$ cat src/lfu_pkg.sv
`timescale 1ns / 1ps
// ----------------------------------------------------------------------------
// lfu_pkg
// Shared types and constants for the LFU cache table.
// ----------------------------------------------------------------------------
package lfu_pkg;

    localparam int ENTRIES_DEF    = 16;
    localparam int KEY_BITS_DEF   = 32;
    localparam int VALUE_BITS_DEF = 32;
    localparam int COUNT_BITS_DEF = 16;
    localparam int STAMP_BITS     = 32;
    localparam int CAP_BITS       = 5;
    localparam logic [CAP_BITS-1:0] CAP_RESET = 5'd16;

    localparam logic OP_GET = 1'b0;
    localparam logic OP_SET = 1'b1;

    typedef enum logic [1:0] {
        ST_IDLE,
        ST_SCAN,
        ST_DONE
    } state_t;

    // update command broadcast to the cell row at the end of a scan
    typedef struct packed {
        logic touch;      // hit entry: count up, new stamp
        logic write_val;  // hit entry: replace value
        logic evict;      // drop the victim entry
        logic insert;     // fill a slot with the new key
    } cmd_t;

endpackage

$ cat src/lfu_cell.sv
`timescale 1ns / 1ps
// ----------------------------------------------------------------------------
// lfu_cell
// One cache entry plus one stage of the search token that walks the row.
// ----------------------------------------------------------------------------
module lfu_cell #(
    parameter int INDEX      = 0,
    parameter int ENTRIES    = lfu_pkg::ENTRIES_DEF,
    parameter int KEY_BITS   = lfu_pkg::KEY_BITS_DEF,
    parameter int VALUE_BITS = lfu_pkg::VALUE_BITS_DEF,
    parameter int COUNT_BITS = lfu_pkg::COUNT_BITS_DEF,
    parameter int IW         = (ENTRIES > 1) ? $clog2(ENTRIES) : 1,
    parameter int HW         = $clog2(ENTRIES + 1)
)
(
    input  logic                          clk,
    input  logic                          rst_n,
    // broadcast
    input  logic [KEY_BITS-1:0]           match_key,
    input  logic [lfu_pkg::STAMP_BITS-1:0] stamp_now,
    input  lfu_pkg::cmd_t                 cmd,
    input  logic [IW-1:0]                 hit_idx,
    input  logic [IW-1:0]                 evict_idx,
    input  logic [IW-1:0]                 insert_idx,
    input  logic [VALUE_BITS-1:0]         new_value,
    // token from the previous cell
    input  logic                          in_active,
    input  logic                          in_found,
    input  logic [IW-1:0]                 in_found_idx,
    input  logic [VALUE_BITS-1:0]         in_found_value,
    input  logic [HW-1:0]                 in_held,
    input  logic                          in_vic_valid,
    input  logic [IW-1:0]                 in_vic_idx,
    input  logic [COUNT_BITS-1:0]         in_vic_count,
    input  logic [lfu_pkg::STAMP_BITS-1:0] in_vic_age,
    input  logic [KEY_BITS-1:0]           in_vic_key,
    input  logic                          in_free_found,
    input  logic [IW-1:0]                 in_free_idx,
    // token to the next cell
    output logic                          out_active,
    output logic                          out_found,
    output logic [IW-1:0]                 out_found_idx,
    output logic [VALUE_BITS-1:0]         out_found_value,
    output logic [HW-1:0]                 out_held,
    output logic                          out_vic_valid,
    output logic [IW-1:0]                 out_vic_idx,
    output logic [COUNT_BITS-1:0]         out_vic_count,
    output logic [lfu_pkg::STAMP_BITS-1:0] out_vic_age,
    output logic [KEY_BITS-1:0]           out_vic_key,
    output logic                          out_free_found,
    output logic [IW-1:0]                 out_free_idx
);

    localparam logic [IW-1:0]         MY_IDX    = IW'(INDEX);
    localparam logic [COUNT_BITS-1:0] COUNT_MAX = '1;

    logic                           valid_reg;
    logic [KEY_BITS-1:0]            key_reg;
    logic [VALUE_BITS-1:0]          value_reg;
    logic [COUNT_BITS-1:0]          count_reg;
    logic [lfu_pkg::STAMP_BITS-1:0] stamp_reg;

    logic                           active_reg;
    logic                           found_reg;
    logic [IW-1:0]                  found_idx_reg;
    logic [VALUE_BITS-1:0]          found_value_reg;
    logic [HW-1:0]                  held_reg;
    logic                           vic_valid_reg;
    logic [IW-1:0]                  vic_idx_reg;
    logic [COUNT_BITS-1:0]          vic_count_reg;
    logic [lfu_pkg::STAMP_BITS-1:0] vic_age_reg;
    logic [KEY_BITS-1:0]            vic_key_reg;
    logic                           free_found_reg;
    logic [IW-1:0]                  free_idx_reg;

    logic [lfu_pkg::STAMP_BITS-1:0] age;
    logic                           is_match;
    logic                           is_victim;

    assign age       = stamp_now - stamp_reg;
    assign is_match  = valid_reg && !in_found && (key_reg == match_key);
    assign is_victim = valid_reg && (!in_vic_valid || (count_reg < in_vic_count) ||
                       ((count_reg == in_vic_count) && (age > in_vic_age)));

    // entry storage
    always_ff @(posedge clk or negedge rst_n)
    begin
        if (!rst_n)
        begin
            valid_reg <= 1'b0;
            count_reg <= '0;
        end
        else
        begin
            if (cmd.touch && (hit_idx == MY_IDX))
            begin
                if (count_reg != COUNT_MAX)
                    count_reg <= count_reg + 1'b1;
            end
            if (cmd.evict && (evict_idx == MY_IDX))
            begin
                valid_reg <= 1'b0;
                count_reg <= '0;
            end
            if (cmd.insert && (insert_idx == MY_IDX))
            begin
                valid_reg <= 1'b1;
                count_reg <= COUNT_BITS'(1);
            end
        end
    end

    always_ff @(posedge clk)
    begin
        if (cmd.touch && (hit_idx == MY_IDX))
        begin
            stamp_reg <= stamp_now;
            if (cmd.write_val)
                value_reg <= new_value;
        end
        if (cmd.insert && (insert_idx == MY_IDX))
        begin
            key_reg   <= match_key;
            value_reg <= new_value;
            stamp_reg <= stamp_now;
        end
    end

    // token stage: advance one cell per cycle, hold otherwise
    always_ff @(posedge clk or negedge rst_n)
    begin
        if (!rst_n)
            active_reg <= 1'b0;
        else
            active_reg <= in_active;
    end

    always_ff @(posedge clk)
    begin
        if (in_active)
        begin
            found_reg       <= in_found || is_match;
            found_idx_reg   <= is_match ? MY_IDX : in_found_idx;
            found_value_reg <= is_match ? value_reg : in_found_value;
            held_reg        <= in_held + HW'(valid_reg);
            vic_valid_reg   <= in_vic_valid || valid_reg;
            vic_idx_reg     <= is_victim ? MY_IDX : in_vic_idx;
            vic_count_reg   <= is_victim ? count_reg : in_vic_count;
            vic_age_reg     <= is_victim ? age : in_vic_age;
            vic_key_reg     <= is_victim ? key_reg : in_vic_key;
            free_found_reg  <= in_free_found || !valid_reg;
            free_idx_reg    <= (!in_free_found && !valid_reg) ? MY_IDX : in_free_idx;
        end
    end

    assign out_active      = active_reg;
    assign out_found       = found_reg;
    assign out_found_idx   = found_idx_reg;
    assign out_found_value = found_value_reg;
    assign out_held        = held_reg;
    assign out_vic_valid   = vic_valid_reg;
    assign out_vic_idx     = vic_idx_reg;
    assign out_vic_count   = vic_count_reg;
    assign out_vic_age     = vic_age_reg;
    assign out_vic_key     = vic_key_reg;
    assign out_free_found  = free_found_reg;
    assign out_free_idx    = free_idx_reg;

endmodule
$ cat config.mk
export PLATFORM = sky130hd
export DESIGN_NAME = lfu_cell
export DESIGN_NICKNAME = d
export VERILOG_FILES = /design/src/lfu_pkg.sv /design/src/lfu_cell.sv
export SDC_FILE = /design/constraint.sdc
export NUM_CORES = 1
export LEC_CHECK = 0
export BUFFER_PORTS_ARGS = -buffer_cell sky130_fd_sc_hd__buf_2
export CAP_MARGIN = 40
export CORE_MARGIN = 1
export CORE_UTILIZATION = 52
export DETAILED_ROUTE_END_ITERATION = 8
export GPL_TIMING_DRIVEN = 0
export PLACE_DENSITY = 0.93
export SLEW_MARGIN = 20
export SYNTH_ARGS = -nofsm -noshare
export SYNTH_HDL_FRONTEND = slang
export SYNTH_SLANG_ARGS = --single-unit
$ cat constraint.sdc
create_clock -name clk -period 5.66 [get_ports clk]
set_input_delay 0.849 -clock clk [delete_from_list [all_inputs] [get_ports clk]]
set_output_delay 0.849 -clock clk [all_outputs]
set_load 0.05 [all_outputs]
* Yosys cells after proc, flatten, opt, wreduce, memory -nomap -nowiden
Index checks and enable logic that the tools add are counted.
** Storage, ports and cells
- Bits in registers :: 246
- Input bits :: 247
- Output and inout port bits :: 133
- Word-level logic and storage cells :: 67
** Cells by class
- $add $sub $neg :: 3
- Magnitude comparators :: 2
- Equality and inequality tests :: 3
- Multiplexer cells :: 15
- Reductions and logical operators :: 27
** Operators by type and width (number)
- $mux 32 :: 8
- $mux 16 :: 5
- $eq 32x32->1 :: 1
- $gt 32x32->1 :: 1
- $sub 32x32->32 :: 1
- $add 16x1->16 const B :: 1
- $eq 16x16->1 :: 1
- $lt 16x16->1 :: 1
- $ne 16x16->1 const B :: 1
- $logic_not 4->1 :: 3
- $logic_and 1x1->1 :: 8
- $reduce_bool 2->1 :: 3
- $reduce_bool 3->1 :: 2
- $add 5x1->5 :: 1
- $logic_or 1x1->1 :: 5
- $logic_not 1->1 :: 4
- $reduce_and 2->1 :: 2
- $mux 1 :: 2

* Longest topological paths before layout
Gate-level depths: netlist of the first run.
- Word-level depth :: 6
- Gate-level depth with buffers :: 21

* Worst setup path after synthesis of the first run
OpenSTA, ideal clock, no wires.
- Kind :: input to register
- Start point :: in stamp_now[0] (netlist name)
- End point :: reg vic_age_reg, in the netlist out_vic_age[23], data pin
- Arrival :: 4.590 ns
- Data required time :: 5.400 ns
- Slack :: 0.810 ns
- Cell stages on the path :: 20
- Cell sequence :: inv_1 > ha_1 > inv_1 > fa_1 > a211oi_2 > o211ai_1 > a32oi_1 > a21oi_1 > a221oi_2 > o21ai_1 > xor2_1 > ha_1 > nand4_1 > or3_1 > nor3_2 > a21oi_1 > o21ai_1 > buf_4 > buf_6 > mux2_2
** On the way
- Word-level cells in the longest chain between the ends :: 6
** RTL lines
- from (decl) :: RTL line lfu_cell.sv:20 : input logic [lfu_pkg::STAMP_BITS-1:0] stamp_now,
- $sub 32x32->32 * :: RTL line lfu_cell.sv:80 : assign age = stamp_now - stamp_reg;
- $gt 32x32->1 :: RTL line lfu_cell.sv:83 : ((count_reg == in_vic_count) && (age > in_vic_age)));
- $logic_and 1x1->1 :: RTL line lfu_cell.sv:83
- $logic_or 1x1->1 :: RTL line lfu_cell.sv:82 : assign is_victim = valid_reg && (!in_vic_valid || (count_reg < in_vic_count) ||
- $logic_and 1x1->1 :: RTL line lfu_cell.sv:82
- $mux 32 * :: RTL line lfu_cell.sv:149 : vic_age_reg <= is_victim ? age : in_vic_age;
- to (signal assigned) :: RTL line lfu_cell.sv:149
- to (decl) :: RTL line lfu_cell.sv:71 : logic [lfu_pkg::STAMP_BITS-1:0] vic_age_reg;
Every way passes the cells marked *; elsewhere a longest branch is shown, timed or not.
A chain may end at the register's enable or synchronous reset.

* Worst setup path after layout of the first run
- Start point :: in stamp_now[0] (netlist name)
- End point :: reg vic_age_reg, in the netlist out_vic_age[27], data pin
Same word-level chain as after synthesis.

==> results of run 1 <==
==> worst reg2reg max path, cell delays in order (launching register included) <==
cell,delay [ns]
edfxtp_1,0.33
ha_1,0.18
inv_1,0.07
fa_1,0.43
a211oi_2,0.27
o211ai_1,0.17
a32oi_2,0.27
a21oi_1,0.19
a221oi_2,0.37
o21ai_1,0.13
xor2_1,0.17
ha_1,0.33
nand4_1,0.18
or3_1,0.50
nor3_4,0.25
a21oi_1,0.16
o21ai_1,0.24
buf_6,0.22
buf_6,0.20
mux2_1,0.37
==> where the power goes <==
group          leakage (nW)  switching [mW]  total (mW)  internal, mW
clock                 0.394           0.684        1.60         0.918
combinational          4.11           0.835        1.26         0.426
sequential             2.41          0.0520        2.21          2.16
==> worst paths after layout <==
path | from | endpoint | slack [ns]
max | stamp_now[0] | out_vic_age[27] | 0.18
min | rst_n | count_reg[4] | 0.25
max reg2reg | stamp_reg[0] | out_vic_age[27] | 0.35
min reg2reg | value_reg[2] | out_found_value[2] | 0.55
max in group asynchronous | rst_n | count_reg[8] | 5.12
min in group clk | new_value[12] | value_reg[12] | 0.50
==> cells by family (layout without fill, tap and decap cells) <==
group	Yosys count	count (layout)
xor+xnor	80	80
fa+ha+maj	83	83
mux	113	113
other cells	0	4
compound gates	129	129
flops	246	246
buf+inv	109	537
simple gates	183	183
==> area by class of cell <==
class	count	area, um^2
plain buffers	17	135
clock buffers	33	698
multi-input cells	588	4860
flip-flops and latches	246	7300
fillers	1627	7810
well taps	319	399
inverters	92	345
diodes	4	10.0
clock inverters	14	98.8
repair buffers	381	1950
==> layer usage <==
layer | vias to the layer above | GRT usage | part of all wire
met5 | - | 0 | 0
met4 | 0 | 0.117 | 0.039
met3 | 103 | 0.0676 | 0.088
met2 | 487 | 0.454 | 0.49
met1 | 4493 | 0.324 | 0.38
li1 | 4313 | - | -
==> placed cells by master (no fill, tap or decap), drive strengths merged, types with 5 or more instances in the layout <==
master	Yosys	final
nand4	22	22
xnor2	31	31
dfrtp	18	18
edfxtp	228	228
inv	92	93
ha	82	82
nand3	11	11
mux2	111	111
a211oi	6	6
nor4	13	13
xor2	49	49
a21o	11	11
buf	16	397
a21oi	53	53
o21a	5	5
nor3	13	13
nor2	36	36
o211ai	8	8
nand2	41	41
clkinv	0	11
o21ai	23	23
and3	9	9
nor2b	22	22
clkbuf	1	34
==> metrics by stage <==
step                      total power, mW  setup TNS, ns  cell area [um^2]  instances
final                                5.08              0             15800       1694
after global routing                 5.25              0             15800       1692
after CTS                            5.09              0             15800       1690
after detailed placement             3.49         -27.54             15000       1643
after global placement               3.44         -18.54             14900       1641
after floorplan                      3.11              0             12600        943
==> what timing repair did <==
item                                    in CTS  in global routing
endpoints found under the setup margin       0                 55
hold endpoints to repair                     0                  0
gates resized for setup                      0                  4
==> flow_metrics.tcl, run 1 <==
set metrics [dict create \
    syn_area_per_cell_um2 13.4 \
    row_count 56 \
    post-place-ws_ns -0.433 \
    die_w_um 158 \
    power_density_mw_per_mm2 321 \
    initial_utilization 0.534 \
    seq_area_frac_synth 0.579 \
    yosysMostFrequentCell "edfxtp_1" \
    clkTransAtPathRegs_ns 0.06 \
    power.leakage_nw 6.92 \
    period_needed_ns 5.48 \
    crit_slowest_cell "or3_1" \
    routed_wl_um 34600 \
    cts_setup_buffers 0 \
    relSlewSlack 0.472 \
    hold_viol 0 \
    status "finished clean" \
    cts_buffer_depth 3 \
    drv_slew 0 \
    synthXorXnorAreaFrac 0.0556 \
    die_area_mm2 0.0249 \
    dieHeight_um 158 \
    endpoint_kind "register" \
    syn-num-nets 1273 \
    post-route-period-util 0.969 \
    drv_cap 0 \
    rr_worst_depth 19 \
    drt_pass1_iterations 5 \
    critPathArrivalTime_ns 5.74 \
    gp_congestion 0.882 \
    grt_pass1_vias 9398 \
    synth-edff-count 228 \
    grt_pass1_wl_um 50700 \
    via_count 9396 \
    cts_tree "built" \
    port_buffers 379 \
    synth_cells 943 \
    rsz0062_at_grt "false" \
    yosysTopAreaCellShare 0.543 \
    finalWorstSetupSlack_ns 0.176 \
    netlist_top_cells_area "edfxtp_1 54%, ha_1 8.1%, mux2_2 5.4%" \
    setup_viol 0 \
    grtUsageTotal 0.268 \
    worstPathCellList "buf_2 -> inv_1 -> ha_1 -> inv_1 -> fa_1 -> a211oi_2 -> o211ai_1 -> a32oi_2 -> a21oi_1 -> a221oi_2 -> o21ai_1 -> xor2_1 -> ha_1 -> nand4_1 -> or3_1 -> nor3_4 -> a21oi_1 -> o21ai_1 -> buf_6 -> buf_6 -> mux2_1" \
    io_pins 380 \
    crit_family "compound AO/OA/AOI/OAI gates" \
    timing.fmax_ghz 0.182 \
    max_stage_delay_ns 0.50 \
    synth_compound_area_frac 0.0671 \
    worstPathRequired_ns 5.92 \
    synthAdderAreaFrac 0.0829 \
    synth_warnings 0 \
    layout-drive-gt1-share 0.378 \
    worstSetupStartpointType "input port" \
    synth_ff_type "edfxtp_1" \
    viasPerCell 5.55 \
    synth_top_family_by_area "multiplexers" \
    wl_per_cell_um 20.4 \
    finish.net_count 1682 \
    synth.cell_area_mm2 0.0126 \
    synthTopCellsByCount "228 x edfxtp_1, 92 x inv_1, 82 x ha_1" \
    h-tree-depth 1 \
    tightest_slew_ns 0.789 \
    hold_slack_ns 0.252 \
    synth.ff_latch_count 246 \
    synthArstFlopShare 0.0732 \
    critical_path_class "input port to register" \
    coreArea_mm2 0.0236 \
    dp_hpwl_um 26300 \
    antenna_found_initial 2 \
    cp_num_buf_inv 5 \
    drtAntennaViolNets 0 \
    grt_max_degree 88 \
    path_depth 21 \
    fin_util 0.669 \
    skew_ns 0.00876 \
    synth-simple-area-share 0.0773 \
    ys_types 59 \
    clock_latency_ns 0.52 \
    cts_made_buffers 26 \
    cp_max_fo 10 \
    clock_sink_count 246 \
    synth.largest_area_cell "edfxtp_1" \
    grt_overflow 0 \
    cts_root_buf "clkbuf_16" \
    hold_path.class "input port to asynchronous set/reset pin" \
    area_growth_pct 25.3 \
    peakVddDrop_mv 0.285 \
    postCtsHoldBufs 0 \
    drc_errors 0 \
    synthMuxAreaShare 0.101 \
    drt_iter0_markers 756 \
]
Note: power is estimated with default switching activity, not from simulation.
==> run 2, diff against run 1 <==
--- a/config.mk
+++ b/config.mk
@@ -8,10 +8,10 @@
 export BUFFER_PORTS_ARGS = -buffer_cell sky130_fd_sc_hd__buf_2
 export CAP_MARGIN = 40
 export CORE_MARGIN = 1
-export CORE_UTILIZATION = 52
+export CORE_UTILIZATION = 35
 export DETAILED_ROUTE_END_ITERATION = 8
 export GPL_TIMING_DRIVEN = 0
-export PLACE_DENSITY = 0.93
+export PLACE_DENSITY = 0.7
 export SLEW_MARGIN = 20
 export SYNTH_ARGS = -nofsm -noshare
 export SYNTH_HDL_FRONTEND = slang
==> run 2 against run 1 <==
Against the previous run:
- design area increased by 3.1%
- first-iteration DRC count down 52%
- die area is 48% higher
- utilization fell by 21 points
- final cell count grew 9.1%
- flip-flop and latch count unchanged
- largest power group unchanged
- via count is 3.6% lower
- critical path type unchanged
- critical path depth grew 2
- register-to-register slack worse by 0.03 ns
- critical endpoint is now out_vic_age[28]
- combinational power about the same
==> flow_metrics.tcl, run 2 (synthesized netlist as in run 1, its figures left out) <==
set metrics [dict create \
    status "finished clean" \
    final_common_cell "buf_2" \
    drtAntennaViolNets 0 \
    power_density_mw_per_mm2 335 \
    drv_cap 0 \
    drt_iter0_markers 366 \
    hold_path.class "input port to asynchronous set/reset pin" \
    post-place-ws_ns -0.860 \
    clock_latency_ns 0.56 \
    h-tree-depth 1 \
    skew_ns 0.00973 \
    via_count 9062 \
    critical_path_class "input port to register" \
    critPathLaunch "stamp_now[0]" \
    clock_sink_count 246 \
    routed_wl_um 34600 \
    fin_util 0.459 \
    setup_tns_ns 0 \
    gp_congestion 0.855 \
    grt_overflow 0 \
    clkTransAtPathRegs_ns 0.06 \
    n_fill_cell 3229 \
    post-route-period-util 0.966 \
    layout-drive-gt1-share 0.388 \
    critPathArrivalTime_ns 5.78 \
    grt_max_degree 89 \
    dp_hpwl_um 26500 \
    drv_slew 0 \
    grt_pass1_vias 8948 \
    worstSetupStartpointType "input port" \
    peakVddDrop_mv 0.234 \
    place_inst 1786 \
    grtUsageTotal 0.181 \
    hold_slack_ns 0.216 \
    total_power_mw 5.46 \
    cts_buffer_depth 3 \
    mostFrequentLayoutCells "384 x buf_2, 228 x edfxtp_1, 91 x inv_1" \
    grt_pass1_wl_um 50900 \
    row_count 69 \
    cts_tree "built" \
    worstPathRequired_ns 5.97 \
    viasPerCell 4.90 \
    die_area_mm2 0.0368 \
    io_pins 380 \
    coreArea_mm2 0.0355 \
    antenna_found_initial 3 \
    final_cells 1849 \
    rrSetupSlack_ns 0.32 \
    port_buffers 379 \
    drt_pass1_iterations 5 \
    setup_viol 0 \
    finish.instance_area_mm2 0.0163 \
    dieHeight_um 192 \
    initial_utilization 0.355 \
    finish.net_count 1691 \
    multiInputGateArea_mm2 0.00488 \
    area_growth_pct 29.2 \
    cts_root_buf "clkbuf_16" \
    die_w_um 192 \
    hold_viol 0 \
    r2r-start "stamp_reg[0]" \
    period_needed_ns 5.47 \
    endpoint_kind "register" \
    place_area_mm2 0.0152 \
    cp_max_fo 10 \
    r2r_end "out_vic_age[28]" \
    power.leakage_nw 7.06 \
    tightest_slew_ns 0.795 \
    rr_worst_depth 21 \
    seq_area_mm2 0.00730 \
    timing.fmax_ghz 0.183 \
    wl_per_cell_um 18.7 \
    cts_made_buffers 29 \
    finalWorstSetupSlack_ns 0.193 \
    drc_errors 0 \
    relSlewSlack 0.468 \
]
[run 2: cell types whose count changed in the layout (fill, tap and decap cells not counted), sizes merged]
cell	previous run	this run
buf	397	403
bufinv	1	5
clkbuf	34	33
clkinv	11	10
clkinvlp	1	3
inv	93	96
[run 2: cell type report]
class                           count  area share
Inverter                           92      0.0212
Antenna cell                        4    0.000614
Buffer                             17     0.00875
Clock inverter                     22      0.0166
Clock buffer                       32      0.0452
Timing Repair Buffer              387       0.125
Sequential cell                   246       0.448
Multi-Input combinational cell    588       0.300
Tap cell                          461      0.0354
[run 2: worst max path at each step]
stage                            endpoint  slack [ns]  depth (start not counted)
after floorplan           out_vic_age[23]        0.81                         20
after global placement    out_vic_key[28]       -0.82                         21
after detailed placement  out_vic_key[28]       -0.86                         21
after CTS                 out_vic_key[28]        0.02                         21
after global routing      out_vic_age[30]     -0.0006                         23
final                     out_vic_age[28]        0.19                         23
[run 2: where the power goes]
part	switching, mW	internal, mW
combinational	0.832	0.446
sequential	0.0520	2.16
clock	0.793	1.18
total	1.68	3.79
[run 2: repair_timing]
action | CTS | global route
buffers inserted | 3 | 2
gates cloned | 0 | 0
setup endpoints to repair | 55 | 56
hold buffers | 0 | 0
pin swaps | 0 | 2
gates resized for setup | 4 | 7
[run 2: critical path, cell delays in order]
cell	delay, ns
buf_2	0.11
inv_1	0.05
ha_1	0.16
inv_1	0.06
fa_1	0.43
a211oi_2	0.28
o211ai_1	0.18
a32oi_2	0.31
buf_4	0.17
a2bb2oi_2	0.18
o21ai_2	0.15
a211oi_2	0.24
xnor2_1	0.12
ha_1	0.29
nand4_1	0.20
or3_4	0.48
nor3_4	0.25
a21oi_1	0.18
o21ai_2	0.25
buf_8	0.22
buf_12	0.13
buf_6	0.16
mux2_2	0.35
[run 2: per-layer routing]
| metal | GRT usage | part of all wire | wire [um] | vias to the layer above |
|---|---|---|---|---|
| met5 | 0 | 0.00078 | 27 | - |
| met1 | 0.231 | 0.42 | 14500 | 4367 |
| met2 | 0.311 | 0.49 | 17100 | 309 |
| li1 | - | - | - | 4344 |
| met3 | 0.0353 | 0.069 | 2380 | 38 |
| met4 | 0.0501 | 0.017 | 593 | 4 |
